<file path="src/rtl/qrs_div_cell.sv">
// One quotient bit of a restoring division, two lanes sharing one divisor.
module qrs_div_cell #(
	parameter int NW  = 33,
	parameter int DVW = 17,
	parameter int SW  = 4
) (
	input  logic           clk,
	input  logic           arst_n,
	input  logic           in_valid,
	output logic           in_ready,
	input  logic [NW-1:0]  in_num [2],
	input  logic [DVW-1:0] in_rem [2],
	input  logic [NW-1:0]  in_quo [2],
	input  logic [DVW-1:0] in_den,
	input  logic [SW-1:0]  in_side,
	output logic           out_valid,
	input  logic           out_ready,
	output logic [NW-1:0]  out_num [2],
	output logic [DVW-1:0] out_rem [2],
	output logic [NW-1:0]  out_quo [2],
	output logic [DVW-1:0] out_den,
	output logic [SW-1:0]  out_side
);

	logic           valid_q;
	logic [NW-1:0]  num_q [2];
	logic [DVW-1:0] rem_q [2];
	logic [NW-1:0]  quo_q [2];
	logic [DVW-1:0] den_q;
	logic [SW-1:0]  side_q;

	logic [DVW:0]   cand [2];
	logic [DVW:0]   diff [2];
	logic           take [2];

	assign in_ready = !valid_q || out_ready;

	always_ff @(posedge clk or negedge arst_n) begin
		if (!arst_n) begin
			valid_q <= 1'b0;
		end else if (in_ready) begin
			valid_q <= in_valid;
		end
	end

	for (genvar l = 0; l < 2; l++) begin : g_lane
		// shift in next dividend bit, subtract if it fits
		assign cand[l] = {in_rem[l], in_num[l][NW-1]};
		assign diff[l] = cand[l] - {1'b0, in_den};
		assign take[l] = (cand[l] >= {1'b0, in_den});

		always_ff @(posedge clk) begin
			if (in_ready && in_valid) begin
				num_q[l] <= {in_num[l][NW-2:0], 1'b0};
				rem_q[l] <= take[l] ? diff[l][DVW-1:0] : cand[l][DVW-1:0];
				quo_q[l] <= {in_quo[l][NW-2:0], take[l]};
			end
		end

		assign out_num[l] = num_q[l];
		assign out_rem[l] = rem_q[l];
		assign out_quo[l] = quo_q[l];
	end

	always_ff @(posedge clk) begin
		if (in_ready && in_valid) begin
			den_q  <= in_den;
			side_q <= in_side;
		end
	end

	assign out_valid = valid_q;
	assign out_den   = den_q;
	assign out_side  = side_q;

endmodule

</file>
<file path="config.mk">
export PLATFORM = sky130hd
export DESIGN_NAME = qrs_div_cell
export DESIGN_NICKNAME = d
export VERILOG_FILES = /design/src/rtl/qrs_div_cell.sv
export SDC_FILE = /design/constraint.sdc
export NUM_CORES = 1
export LEC_CHECK = 0
export ABC_AREA = 1
export BUFFER_PORTS_ARGS = -buffer_cell sky130_fd_sc_hd__buf_4
export CORE_AREA = 3 3 146 148
export CTS_BUF_LIST = sky130_fd_sc_hd__clkbuf_16
export CTS_CLUSTER_SIZE = 30
export DETAILED_ROUTE_END_ITERATION = 8
export DIE_AREA = 0 0 149 151
export GPL_TIMING_DRIVEN = 0
export PLACE_DENSITY = 0.72
export RECOVER_POWER = 100
export REMOVE_ABC_BUFFERS = 1
export SYNTH_ARGS = -nofsm -noshare
export SYNTH_HDL_FRONTEND = slang
export SYNTH_SLANG_ARGS = --single-unit
</file>
<file path="constraint.sdc">
create_clock -name clk -period 11.7 [get_ports clk]
set_clock_uncertainty 0.15 [all_clocks]
set_input_delay 0.585 -clock clk [delete_from_list [all_inputs] [get_ports clk]]
set_output_delay 0.585 -clock clk [all_outputs]
set_load 0.01 [all_outputs]
</file>
== Word level (Yosys, flattened, before mapping) ==
Memory sizes are Yosys's and may differ from the RTL's.
Index checks and enable logic that the tools add are counted.

* Register bits after elaboration: 22
* Latch bits: 0
* Memory bits (writable): 164
* ROM bits: 0
* Bits of input ports: 191
* Word-level logic and storage cells: 17
* Memories: 3

* $add $sub $neg: 2
* $mul: 0
* Div/mod/pow operators: 0
* Magnitude comparators: 2
* Eq/ne operators: 0
* Shift operators: 0
* Muxes and demuxes: 4
* Bitwise operators: 0
* Reductions and logical operators: 3

{| class="wikitable"
|+ Memory list
! memory !! words !! bits a word !! read ports !! clocked after memory_dff !! wr ports !! RTL line !! source
|-
| quo_q || 2 || 33 || 2 || 0 || 2 || 28 || <nowiki>logic [NW-1:0] quo_q [2];</nowiki>
|-
| num_q || 2 || 32 || 2 || 0 || 2 || 26 || <nowiki>logic [NW-1:0] num_q [2];</nowiki>
|-
| rem_q || 2 || 17 || 2 || 0 || 2 || 27 || <nowiki>logic [DVW-1:0] rem_q [2];</nowiki>
|}

{| class="wikitable"
|+ Operators by type and width
! kind !! number
|-
| 18-bit by 17-bit >= comparator with 1-bit output || 2
|-
| 17-bit 2-to-1 mux || 2
|-
| 17-bit subtractor || 2
|-
| 1-bit 2-to-1 mux || 2
|-
| 1-bit logical AND || 1
|-
| 1-bit logical NOT || 1
|-
| 1-bit logical OR || 1
|}

== Longest topological paths before layout ==
* Depth in word-level cells: 5
* Depth in mapped cells: 15
* Depth with buffers taken out: 14

== Worst setup path before layout ==
No wires, ideal clock.

* Path type: input -> register
* From: in in_valid
* To: mem num_q[0][0] (netlist name), enable pin
* Data arrival time: 9.512 ns
* Data required time: 10.759 ns
* Setup slack: 1.247 ns
* Cell stages on the path: 2
* Cell sequence: inv_1 a21oi_1

{| class="wikitable"
|+ RTL lines
! item !! RTL line !! source
|-
| start: declaration || 9 || <nowiki>input logic in_valid,</nowiki>
|-
| end: declaration || 26 ||
|}

== Final worst setup path ==
* From: reg valid_q, in the netlist out_valid
* To: reg den_q[6], in the netlist out_den[6], enable pin

* Longest elaborated chain between the ends: 3

{| class="wikitable"
|+ Ends and longest elaborated chain
! item !! RTL line !! source
|-
| start: declaration || 25 || <nowiki>logic valid_q;</nowiki>
|-
| start signal: assignment || 42 || <nowiki>valid_q <= in_valid;</nowiki>
|-
| 1-bit logical NOT || 36 || <nowiki>assign in_ready = !valid_q || out_ready;</nowiki>
|-
| 1-bit logical OR || 36 ||
|-
| 1-bit logical AND || 66 || <nowiki>if (in_ready && in_valid) begin</nowiki>
|-
| end signal: assignment || 67 || <nowiki>den_q <= in_den;</nowiki>
|-
| end: declaration || 29 || <nowiki>logic [DVW-1:0] den_q;</nowiki>
|}

Every way passes these cells.
A chain may end at the register's enable or synchronous reset.

==> flow_metrics.env <==
export IMPL_met3_usage_pct=9.22
export IMPL_drt_iter0_drc=333
export IMPL_crit_end="out_den[6]$_DFFE_PP_"
export IMPL_ys_seq_area_share_pct=66.8
export IMPL_gr_usage_met2_pct=40.4
export IMPL_numCtsBuffers=17
export IMPL_htree_levels=4
export IMPL_cp_slowest_cell="a21oi_1"
export IMPL_required_ns=11.57
export IMPL_max_cap_viol_count=2
export IMPL_ir_drop_mv=0.0858
export IMPL_wl_um=26900
export IMPL_syn_area_um2=8350
export IMPL_cp_arrival_ns=5.58
export IMPL_die_w_um=149
export IMPL_cts_sinks=186
export IMPL_cp_common_cell="clkbuf_1"
export IMPL_synth_ff_type="edfxtp_1"
export IMPL_nets=1372
export IMPL_failed_checks="capacitance limit, slew limit"
export IMPL_grt_ovfl_total=0
export IMPL_timing_slew_headroom_pct=-15.2
export IMPL_post_route_util_pct=56.0
export IMPL_layout_drive_gt1_share_pct=18.7
export IMPL_die_area_um2=22500
export IMPL_gp_congestion=0.862
export IMPL_grt_pass1_wl_um=38300
export IMPL_path_cells="a21oi_1 > clkbuf_1 > clkbuf_1 > clkbuf_1"
export IMPL_p_leak_nw=5.06
export IMPL_hpwl_um=22000
export IMPL_rrSetupSlack_ns=5.99
export IMPL_syn_avg_cell_area_um2=11.1
export IMPL_crit_path_max_incr_delay_ns=1.33
export IMPL_r2r_cells=4
export IMPL_critical_path_peak_fanout=31
export IMPL_finalSetupViolCount=0
export IMPL_r2r_start="out_valid$_DFFE_PN0N_"
export IMPL_clock_path_buffers=2
export IMPL_core_um2=20200
export IMPL_cp_end_kind="register"
export IMPL_final_cell_mix="nand2_1 (271), clkbuf_1 (205), edfxtp_1 (185), clkbuf_4 (139), inv_1 (117)"
export IMPL_hp_start="in_num[54]"
export IMPL_fmax_ghz=0.175
export IMPL_rsz0062_at_grt="false"
export IMPL_power_density_nw_per_um2=145
export IMPL_via_per_inst=4.62
export IMPL_clkTransAtPathRegs_ns=0.08
export IMPL_drv_slew=52
export IMPL_timing_final_crit_period_ns=5.71
export IMPL_startpoint_type="register"
export IMPL_numPortBuffers=375
export IMPL_synth_cell_type_count=31
export IMPL_clk_latency_ns=0.42
export IMPL_worst_slew_pin_slew_ns=1.73
export IMPL_area_growth_pct=35.2
export IMPL_timing_final_hold_violations=0
export IMPL_wl_per_cell_um=18.8
export IMPL_min_path_type="in2reg"
export IMPL_post_cts_buffers=0
export IMPL_n_fill_cell=1923
export IMPL_start_util_pct=41.4
export IMPL_fp_row_count=52
export IMPL_grt_pass1_vias=6288
export IMPL_r2r_end="out_den[6]$_DFFE_PP_"
export IMPL_syn_inst=750
export IMPL_vias=6592
export IMPL_ant_nets=0
export IMPL_crit_path_start="out_valid$_DFFE_PN0N_"
export IMPL_setup_tns_ns=0
export IMPL_async_flop_share_pct=0.538
export IMPL_synth_seq_cells=186
export IMPL_num_antenna_cells=0
export IMPL_drt_pass1_iterations=5
export IMPL_gr_usage_all_layers_pct=23.1
export IMPL_use_met1_pct=26.0
export IMPL_cts_root_buf="clkbuf_16"
export IMPL_fin_crit_sh_pct=48.8
export IMPL_grt_busiest_layer="met2"
export IMPL_antenna_found_initial=4
export IMPL_drc=0
export IMPL_path_delay_family="buffers and inverters"
export IMPL_grt_max_degree=32
export IMPL_mostFrequentLayoutCell="nand2_1"
export IMPL_yosys_warnings=0
export IMPL_synth_edff_count=185
export IMPL_crit_buf_inv=3
export IMPL_cts_tree="yes"
export IMPL_critical_path_class="reg2reg"
export IMPL_num_io_pins=380
export IMPL_status="complete, but fails checks"
export IMPL_die_y_um=151
export IMPL_cp_depth=4
## cell families after synthesis
group	count (synthesis)	share of synthesized area, %
other cells	1	0.0449
fa+ha+maj	36	5.58
xor+xnor	14	1.47
simple gates	369	18.8
buf+inv	125	6.16
flops	186	66.8
compound gates	19	1.14
## worst min-delay path by stage
| stage | endpoint | slack (ns) | cells past startpoint |
|---|---|---|---|
| 2_1_floorplan | out_valid$_DFFE_PN0N_ | 0.14 | 0 |
| 3_3_place_gp | out_valid$_DFFE_PN0N_ | 0.21 | 1 |
| 3_5_place_dp | out_valid$_DFFE_PN0N_ | 0.21 | 1 |
| 4_1_cts | num_q[0][21]$_DFFE_PP_ | 0.15 | 1 |
| 5_1_grt | quo_q[0][45]$_DFFE_PP_ | 0.17 | 1 |
| 6_report | num_q[0][21]$_DFFE_PP_ | 0.20 | 1 |
## metrics by stage
stage | power, mW | hold WS (ns) | worst slack (ns) | area, um2 | instances
finish | 1.64 | 0.198 | 5.99 | 11300 | 1428
floorplan | 0.973 | 0.139 | 1.25 | 8280 | 743
global route | 1.72 | 0.169 | 5.31 | 11300 | 1428
global placement | 1.13 | 0.211 | -2.74 | 11400 | 1388
detailed placement | 1.13 | 0.211 | 8.73 | 11600 | 1395
CTS | 1.71 | 0.152 | 9.19 | 12200 | 1428
## area by class of cell
cell class	instances	area, um2	area share, %
repair buffers	383	2110	18.7
multi-input cells	440	2230	19.7
well taps	270	338	2.99
flip-flops and latches	186	5580	49.4
inverters	117	439	3.89
clock buffers	17	425	3.77
clock inverters	15	169	1.50
## routing by layer
metal,vias to the layer above,part of all wire [%]
met5,-,0.18
met4,8,2.4
met3,43,9.8
met2,255,51
met1,3030,37
li1,3256,-
## synthesized netlist by cell type, types with 2 or more instances
| cell type | count | area share (%) |
|---|---|---|
| xor2_1 | 13 | 1.4 |
| nor2_1 | 26 | 1.2 |
| inv_2 | 2 | 0.090 |
| nand4_1 | 3 | 0.22 |
| inv_1 | 115 | 5.2 |
| nand3_1 | 45 | 2.7 |
| nand2_2 | 6 | 0.45 |
| nand2_1 | 266 | 12 |
| ha_1 | 34 | 5.1 |
| buf_4 | 5 | 0.45 |
| and2_1 | 2 | 0.15 |
| a21oi_1 | 18 | 1.1 |
| buf_6 | 2 | 0.27 |
| fa_1 | 2 | 0.48 |
| nand3b_1 | 7 | 0.63 |
| nor3_1 | 5 | 0.30 |
| edfxtp_1 | 185 | 67 |
## power by group
| group | internal, mW | switching, mW | total, mW |
|---|---|---|---|
| Combinational | 0.0996 | 0.165 | 0.265 |
| Clock | 0.290 | 0.286 | 0.576 |
| Sequential | 0.789 | 0.0107 | 0.800 |
## registers in the layout, indices dropped and copies added, names as in the netlist
name and flops:
quo_q 66, rem_q 34, out_valid 1, out_den 17, num_q 64, out_side 4
## worst reg2reg max path, cell delays in order, from the launching register on
cell	delay [ns]
dfrtp_1	0.40
a21oi_1	1.33
clkbuf_1	1.13
clkbuf_1	1.00
clkbuf_1	1.30
## what timing repair did
| item | 4_1_cts | 5_1_grt |
|---|---|---|
| hold buffers | 1 | 0 |
| gates resized for setup | 0 | 0 |
| endpoints found under the hold margin | 1 | 0 |
No activity file was read; power rests on OpenSTA's default activity.
