--- config.mk ---
export PLATFORM = sky130hd
export DESIGN_NAME = qrs_sqrt_cell
export DESIGN_NICKNAME = d
export VERILOG_FILES = /design/src/rtl/qrs_pkg.sv /design/src/rtl/qrs_sqrt_cell.sv
export SDC_FILE = /design/constraint.sdc
export NUM_CORES = 1
export LEC_CHECK = 0
export BUFFER_PORTS_ARGS = -buffer_cell sky130_fd_sc_hd__buf_2
export CAP_MARGIN = 20
export CORE_MARGIN = 1.5
export CORE_UTILIZATION = 45
export DETAILED_ROUTE_END_ITERATION = 7
export PLACE_DENSITY = 0.89
export SLEW_MARGIN = 0
export SYNTH_ARGS = -nofsm -noshare
export SYNTH_HDL_FRONTEND = slang
export SYNTH_SLANG_ARGS = --single-unit
--- constraint.sdc ---
create_clock -name clk -period 4.9 [get_ports clk]
set_input_delay 0.49 -clock clk [delete_from_list [all_inputs] [get_ports clk]]
set_output_delay 0.49 -clock clk [all_outputs]
set_load 0.1 [all_outputs]
--- src/rtl/qrs_pkg.sv ---
package qrs_pkg;

	localparam int COEF_WIDTH     = 16;
	localparam int ROOT_FRAC_BITS = 16;
	localparam int ROOT_WIDTH     = 40;

	// root count codes
	typedef enum logic [1:0] {
		KIND_NONE = 2'd0,
		KIND_ONE  = 2'd1,
		KIND_TWO  = 2'd2,
		KIND_INF  = 2'd3
	} kind_t;

endpackage

--- src/rtl/qrs_sqrt_cell.sv ---
// One digit of the integer square root: takes two radicand bits, yields one root bit.
module qrs_sqrt_cell #(
	parameter int RTW = qrs_pkg::COEF_WIDTH + 1,
	parameter int SW  = 8
) (
	input  logic             clk,
	input  logic             arst_n,
	input  logic             in_valid,
	output logic             in_ready,
	input  logic [2*RTW-1:0] in_rad,
	input  logic [RTW+1:0]   in_rem,
	input  logic [RTW-1:0]   in_root,
	input  logic [SW-1:0]    in_side,
	output logic             out_valid,
	input  logic             out_ready,
	output logic [2*RTW-1:0] out_rad,
	output logic [RTW+1:0]   out_rem,
	output logic [RTW-1:0]   out_root,
	output logic [SW-1:0]    out_side
);

	logic             valid_q;
	logic [2*RTW-1:0] rad_q;
	logic [RTW+1:0]   rem_q;
	logic [RTW-1:0]   root_q;
	logic [SW-1:0]    side_q;

	logic [RTW+3:0]   cand;
	logic [RTW+3:0]   trial;
	logic [RTW+3:0]   diff;
	logic             take;

	// trial subtraction
	assign cand  = {in_rem, in_rad[2*RTW-1 -: 2]};
	assign trial = {2'b00, in_root, 2'b01};
	assign diff  = cand - trial;
	assign take  = (cand >= trial);

	assign in_ready = !valid_q || out_ready;

	always_ff @(posedge clk or negedge arst_n) begin
		if (!arst_n) begin
			valid_q <= 1'b0;
		end else if (in_ready) begin
			valid_q <= in_valid;
		end
	end

	always_ff @(posedge clk) begin
		if (in_ready && in_valid) begin
			rad_q  <= {in_rad[2*RTW-3:0], 2'b00};
			rem_q  <= take ? diff[RTW+1:0] : cand[RTW+1:0];
			root_q <= {in_root[RTW-2:0], take};
			side_q <= in_side;
		end
	end

	assign out_valid = valid_q;
	assign out_rad   = rad_q;
	assign out_rem   = rem_q;
	assign out_root  = root_q;
	assign out_side  = side_q;

endmodule

# Word level (Yosys, flattened, before mapping)
# Index checks and enable logic that the tools add are counted.
# totals
ff_bits,77
latchBits,0
ramBits,0
mem_bits_ro,0
in_bits,82
out_inout_bits,80
elab_cells,11
mem_count,0
# classes
add_sub_neg,1
multipliers,0
div,0
n_lt_le_gt_ge,1
n_eq_ne,0
n_shift,0
muxes,1
bitwise,0
reduce_logical,3
# op_table
op,n
21-bit by 19-bit greater-or-equal comparator with 1-bit output,1
19-bit two-way mux,1
19-bit subtractor,1
1-bit logical AND,1
1-bit logical NOT,1
1-bit logical OR,1

# Longest topological paths before layout
# Gate-level depths: netlist of run 1.
# logic_depth
word_depth,3
ltp_mapped,10
depth_no_buf,8

# Worst setup path before layout of run 1
# OpenSTA, ideal clock, no wires.
# synth_path
path_type,register -> register
from,"register valid_q, in the netlist out_valid"
to,"register rad_q[10], in the netlist out_rad[10], enable pin"
setup_time_ns,0.442
arrival_ns,3.556
required_time_ns,4.458
setup_slack_ns,0.902
stages_incl_launch_ff,3
path_buffers,0
synth_period_minus_slack_ns,3.998
path_cell_list,dfrtp_1 nand2b_1 and2_1
# synth_via
elab_chain_len,3
# synth_lines
element,line_no,text
from (decl),qrs_sqrt_cell.sv:22,logic valid_q;
from (signal assigned),qrs_sqrt_cell.sv:45,valid_q <= in_valid;
1-bit logical NOT,qrs_sqrt_cell.sv:39,assign in_ready = !valid_q || out_ready;
1-bit logical OR,qrs_sqrt_cell.sv:39,
named net in_ready,qrs_sqrt_cell.sv:9,"output logic in_ready,"
1-bit logical AND,qrs_sqrt_cell.sv:50,if (in_ready && in_valid) begin
to (signal assigned),qrs_sqrt_cell.sv:51,"rad_q <= {in_rad[2*RTW-3:0], 2'b00};"
to (decl),qrs_sqrt_cell.sv:23,logic [2*RTW-1:0] rad_q;
# The timed path passes the listed nets, and every way through them passes these cells.
# A chain may end at the register's enable or synchronous reset.

# Worst setup path after layout of run 1
# layout_path
from,input port in_root[8]
to,"register rem_q[8], in the netlist out_rem[8] (data pin)"
# layout_via
elab_chain_len,2
# layout_lines
element,line_no,text
from (decl),qrs_sqrt_cell.sv:12,"input logic [RTW-1:0] in_root,"
21-bit by 19-bit greater-or-equal comparator with 1-bit output,qrs_sqrt_cell.sv:37,assign take = (cand >= trial);
19-bit two-way mux,qrs_sqrt_cell.sv:52,rem_q <= take ? diff[RTW+1:0] : cand[RTW+1:0];
to (signal assigned),qrs_sqrt_cell.sv:52,
to (decl),qrs_sqrt_cell.sv:24,logic [RTW+1:0] rem_q;
# No other way between the ends.

==> flow_summary.yaml, run 1 <==
place:
  place_congestion: 0.939
  dpl_cell_area_um2: 4540
  io_buffers: 159
  hpwl_mm: 6.73
finish:
  nets: 523
  antenna_cells: 0
  design_area_um2: 4790
  final_cell_mix: "buf_2, edfxtp_1, inv_1, ha_1, mux2_4"
  drive_gt1_share_pct: 46.4
  area_delta_synth_final_pct: 30.7
  final_common_cell: "buf_2"
  fillCellCount: 647
clock_network:
  htree_levels: 3
  cts-root-buf: "clkbuf_8"
  cts_max_path_buffers: 2
  cts_tree: "yes"
  cts_made_buffers: 9
  cts-resized-gates: 0
  cts.sinks: 77
  path_clk_slew_ns: 0.09
  worst_skew_pair.late_latency_ns: 0.35
synthesis:
  synthMuxAreaShare_pct: 7.13
  synth.distinct_cells: 44
  synth-compound-area-share_pct: 9.86
  synthTopCellsByArea: "edfxtp_1, mux2_4, ha_1"
  mappedNetlistArea_um2: 3670
  ys_seq_area_share_pct: 62.9
  synthSimpleGateAreaFrac_pct: 6.04
  synthFlopType: "edfxtp_1"
  ys_warn_count: 0
  yosysTopAreaCellShare_pct: 62.3
  synth_xor_area_share_pct: 3.58
  yosysTopAreaCell: "edfxtp_1"
  ys_ff_latch: 77
  async_flop_share_pct: 1.30
  synth-adder-area-share_pct: 6.48
  syn_area_per_cell_um2: 14.3
  synth_top_family_by_area: "compound AO/OA/AOI/OAI gates"
  synth_edf_count: 76
  synthCells: 257
sta:
  post-route-period-util_pct: 64.4
  fmax_mhz: 317
  worst_slew_pin_slew_ns: 1.12
  finClkSkew_ns: 0.00491
  setup_tns_ns: 0
  rsz0062_at_grt: "no"
  max_slew_margin_pct: 25.2
  slew_violations: 0
  period_minus_slack_ns: 3.16
  setup_violations: 0
  hold_viol: 0
drt:
  drt_iter0_drc: 145
  routed_wl_mm: 8.93
  firstDrtPassIters: 4
  vias: 2750
  drcViolationCount: 0
  vias_per_cell: 5.20
  ant_nets: 0
  wire_per_inst_um: 16.9
setup_path:
  worst-path-buf-inv: 2
  path_class: "in2reg"
  cp_cell_sequence: "buf_2 -> inv_1 -> ha_1 -> nand4_1 -> nor4_1 -> a2111oi_2 -> o21ai_1 -> a21o_1 -> mux2_4"
  critPathMaxStageDelay_ns: 0.86
  crit_arrival_ns: 3.26
  crit_path_max_fanout: 20
  cp-end-kind: "flop"
  slowest_stage: "a21o_1"
  path_delay_family: "compound AO/OA/AOI/OAI gates"
  cp-start-kind: "input port"
  cp.depth: 9
  cp_data_required_time_ns: 5.01
  rr_worst_depth: 2
die:
  coreArea_um2: 7810
  die_h_um: 93.3
  dieArea_um2: 8700
  io_pins: 162
  die_w_um: 93.3
  std_cell_rows: 32
  initial_core_util_pct: 47.0
power_and_ir_drop:
  ir_drop_uv: 160
  power_density_nw_per_um2: 418
  p_leak_uw: 0.00216
grt:
  grtUsageMet3_pct: 6.26
  gr-max-usage-layer: "met2"
  grt_overflow: 0
  antenna_found_initial: 0
  grt_use_met1_pct: 21.4
  met2_usage_pct: 36.8
  first_global_vias: 2708
  grtUsageTotal_pct: 20.2
  grt_pass1_wl_mm: 13.1
  grt_max_degree: 77
flow_run:
  drv_cap: 0
run_status:
  status: "finished clean"
worst_hold_path:
  whs_path_depth: 1
  hp-class: "in2reg"
[path summary, 6_finish.rpt]
| check | start | endpoint | slack, ns |
|---|---|---|---|
| setup / recovery | in_root[8] | out_rem[8] | 1.74 |
| max in group asynchronous | arst_n | out_valid | 4.38 |
| setup reg to reg | out_valid | out_root[0] | 3.19 |
| hold reg to reg | out_valid | out_valid | 0.55 |
| min in group asynchronous | arst_n | out_valid | 0.44 |
| hold / removal | in_rad[31] | out_rad[33] | 0.30 |
[layout make-up]
| type | instances | area [um2] | area share, % |
|---|---|---|---|
| Sequential cell | 77 | 2310 | 48.1 |
| Multi-Input combinational cell | 152 | 1220 | 25.5 |
| Timing Repair Buffer | 160 | 806 | 16.8 |
| Tap cell | 102 | 128 | 2.66 |
| Clock buffer | 9 | 124 | 2.58 |
| Clock inverter | 7 | 121 | 2.53 |
| Inverter | 22 | 82.6 | 1.72 |
[logic make-up (layout without fill, tap and decap cells)]
kind of cell | after synthesis | count (layout)
flip-flops | 77 | 77
AO/OA/AOI/OAI | 54 | 54
AND/OR/NAND/NOR | 44 | 44
buffers and inverters | 29 | 198
adder cells (fa/ha/maj) | 19 | 19
multiplexers | 18 | 18
XOR/XNOR | 15 | 15
other | 1 | 2
[metrics by stage]
| step | power [uW] | instances | hold slack [ns] | util [%] | setup WS (ns) |
|---|---|---|---|---|---|
| 2_1_floorplan | 1310 | 258 | 0.194 | - | 0.902 |
| 3_3_place_gp | 1410 | 512 | 0.265 | 58.1 | 1.55 |
| 3_5_place_dp | 1420 | 512 | 0.267 | 58.1 | 1.35 |
| 4_1_cts | 2010 | 529 | 0.294 | 61.4 | 1.75 |
| 5_1_grt | 2070 | 529 | 0.285 | 61.4 | 1.59 |
| 6_report | 2000 | 529 | 0.301 | 61.4 | 1.74 |
[power breakdown]
part           internal, uW  total [uW]  switching (uW)
combinational           149         612             463
sequential              784         795            10.9
clock                   342         596             254
[synthesized netlist by cell type (2+ instances only)]
master,number
xor2_1,7
buf_2,2
buf_6,3
o21ai_0,10
buf_4,2
and3_1,2
inv_1,22
ha_1,19
a21o_1,4
a211oi_1,4
mux2_4,16
o21ai_1,2
xnor2_1,8
nand4_1,4
a31oi_1,2
edfxtp_1,76
nand3_1,2
nor3_1,3
and2_1,3
nand2_1,15
nor2_1,7
o211ai_1,5
nand2b_1,4
a21boi_0,2
a21oi_1,14
[layer usage]
metal	wire length, um	part of all wire [%]	vias up
met1	3180	36	1320
met2	4780	54	128
met5	0	0	-
met4	177	2.0	0
li1	-	-	1288
met3	793	8.9	14
[registers in the layout, indices dropped and copies added, names as in the netlist]
name and cells:
out_root 17, out_rad 32, out_side 8, out_valid 1, out_rem 19
[timing repair]
action                    CTS  global route
setup buffers               0             0
hold endpoints to repair    1             0
hold buffers                1             0
No activity file was read; power rests on OpenSTA's default activity.
==> inputs of run 2 (changes only) <==
--- a/config.mk
+++ b/config.mk
@@ -8,7 +8,7 @@
 export BUFFER_PORTS_ARGS = -buffer_cell sky130_fd_sc_hd__buf_2
 export CAP_MARGIN = 20
 export CORE_MARGIN = 1.5
-export CORE_UTILIZATION = 45
+export CORE_UTILIZATION = 43
 export DETAILED_ROUTE_END_ITERATION = 7
 export PLACE_DENSITY = 0.89
 export SLEW_MARGIN = 0
==> constraint.sdc (replaced) <==
create_clock -name clk -period 2.9 [get_ports clk]
set_input_delay 0.29 -clock clk [delete_from_list [all_inputs] [get_ports clk]]
set_output_delay 0.29 -clock clk [all_outputs]
set_load 0.1 [all_outputs]
==> run 2 against run 1 <==
  * Sequential power up 69%
  * Cell count is 1.7% higher
  * Core utilization is 2.3 points lower
  * Routed wire length shrank 6.4%
  * Die area up 4.5%
  * Count of clock-buffer cells in the layout increased by 1
  * Largest power group unchanged
==> flow_summary.yaml, run 2 (synthesis gave the netlist of run 1 again) <==
run_status:
  status: "finished clean"
die:
  die_h_um: 95.3
  die_w_um: 95.3
  dieArea_um2: 9090
  io_pins: 162
  std_cell_rows: 33
  coreArea_um2: 8220
  initial_core_util_pct: 44.6
power_and_ir_drop:
  ir_drop_uv: 308
  p_leak_uw: 0.00220
  switching_share_pct: 36.0
  power_density_nw_per_um2: 698
  power_frac_seq_pct: 39.6
  intPower_uw: 2170
  switchingPower_uw: 1220
  power.share.combinational_pct: 30.8
  pwr-share-clk_pct: 29.6
setup_path:
  cp_data_required_time_ns: 3.00
  r2r-start: "out_valid"
  regToRegSetupSlack_ns: 1.51
  path_class: "in2reg"
  crit_start: "in_root[8]"
  cp-end-kind: "flop"
  crit_path_max_fanout: 14
  crit_arrival_ns: 2.53
  cp-start-kind: "input port"
clock_network:
  htree_levels: 3
  cts.sinks: 77
  cts-resized-gates: 0
  cts_setup_buffers: 0
  path_clk_slew_ns: 0.08
  cts_max_path_buffers: 2
  worst_skew_pair.late_latency_ns: 0.35
  hold_buffers: 1
  cts_tree: "yes"
  cts-root-buf: "clkbuf_8"
  cts_made_buffers: 9
grt:
  grt_pass1_wl_mm: 11.9
  grt_overflow: 0
  grtUsageTotal_pct: 17.8
  grt_max_degree: 77
  antenna_found_initial: 0
  first_global_vias: 2560
finish:
  design_area_um2: 4850
  final_common_cell: "buf_2"
  utilization_pct: 59.1
  drive_gt1_share_pct: 47.1
  largest_reg_flops: 32
  area_delta_synth_final_pct: 32.4
  final_cell_mix: "buf_2, edfxtp_1, inv_1, ha_1, mux2_4"
  nets: 529
  antenna_cells: 0
drt:
  ant_nets: 0
  vias: 2689
  routed_wl_mm: 8.36
  firstDrtPassIters: 4
  wire_per_inst_um: 15.5
  vias_per_cell: 5.00
  drt_iter0_drc: 120
  drcViolationCount: 0
sta:
  fmax_mhz: 410
  slew_violations: 0
  post-route-period-util_pct: 84.1
  hold_viol: 0
  finClkSkew_ns: 0.00974
  rsz0062_at_grt: "no"
  setup_violations: 0
  setup_tns_ns: 0
  hold_ws_ns: 0.109
  setup_ws_ns: 0.461
  period_minus_slack_ns: 2.44
place:
  place_congestion: 0.957
  io_buffers: 159
  dp_worst_setup_slack_ns: 0.148
  dpl_cell_area_um2: 4600
  hpwl_mm: 6.33
worst_hold_path:
  hp-class: "in2reg"
  hp-start: "in_side[3]"
flow_run:
  drv_cap: 0
[run 2: cell types whose count changed in the layout (fill, tap and decap cells not counted)]
| cell | delta |
|---|---|
| clkinv_1 | -1 |
| buf_4 | +5 |
| clkinv_4 | +1 |
| buf_12 | +1 |
| clkinvlp_4 | -1 |
| clkbuf_1 | +1 |
[run 2: power by group through the flow]
stage | sequential, uW | clock [uW] | combinational, uW
2_1_floorplan | 1900 | 0 | 315
3_3_place_gp | 1370 | 0 | 1020
3_5_place_dp | 1370 | 0 | 1040
4_1_cts | 1340 | 1030 | 1050
5_1_grt | 1350 | 1060 | 1090
6_report | 1340 | 1000 | 1040
[run 2: critical path, cell delays in order]
cell,delay (ns)
buf_2,0.09
inv_1,0.04
ha_1,0.44
nand4_1,0.22
nor4_1,0.43
a2111oi_2,0.13
o21ai_1,0.14
a21o_1,0.14
buf_4,0.28
mux2_4,0.33
[run 2: worst paths after layout]
path,to,depth (start not counted)
max in group asynchronous,out_valid,2
min in group asynchronous,out_valid,2
worst max register to register,out_rem[10],3
worst max-delay path,out_rem[9],10
worst min register to register,out_valid,2
worst min-delay path,out_side[3],1
[run 2: layout make-up]
cell class	instances	area, um2
repair buffers	166	863
well taps	105	131
multi-input cells	152	1220
inverters	22	82.6
flip-flops and latches	77	2310
clock buffers	10	128
fillers	686	3360
clock inverters	6	119
[run 2: stage by stage]
| stage | cells | total power, uW |
|---|---|---|
| after floorplan | 258 | 2210 |
| after global placement | 521 | 2390 |
| after detailed placement | 521 | 2410 |
| after CTS | 538 | 3420 |
| after global routing | 538 | 3500 |
| final | 538 | 3390 |
[run 2: per-layer routing]
layer / track usage (%) / vias up / wire, um
met5: 0 / - / 0
met4: 8.33 / 0 / 172
met3: 3.91 / 15 / 734
li1: - / 1298 / -
met2: 32.0 / 131 / 4330
met1: 19.8 / 1245 / 3120
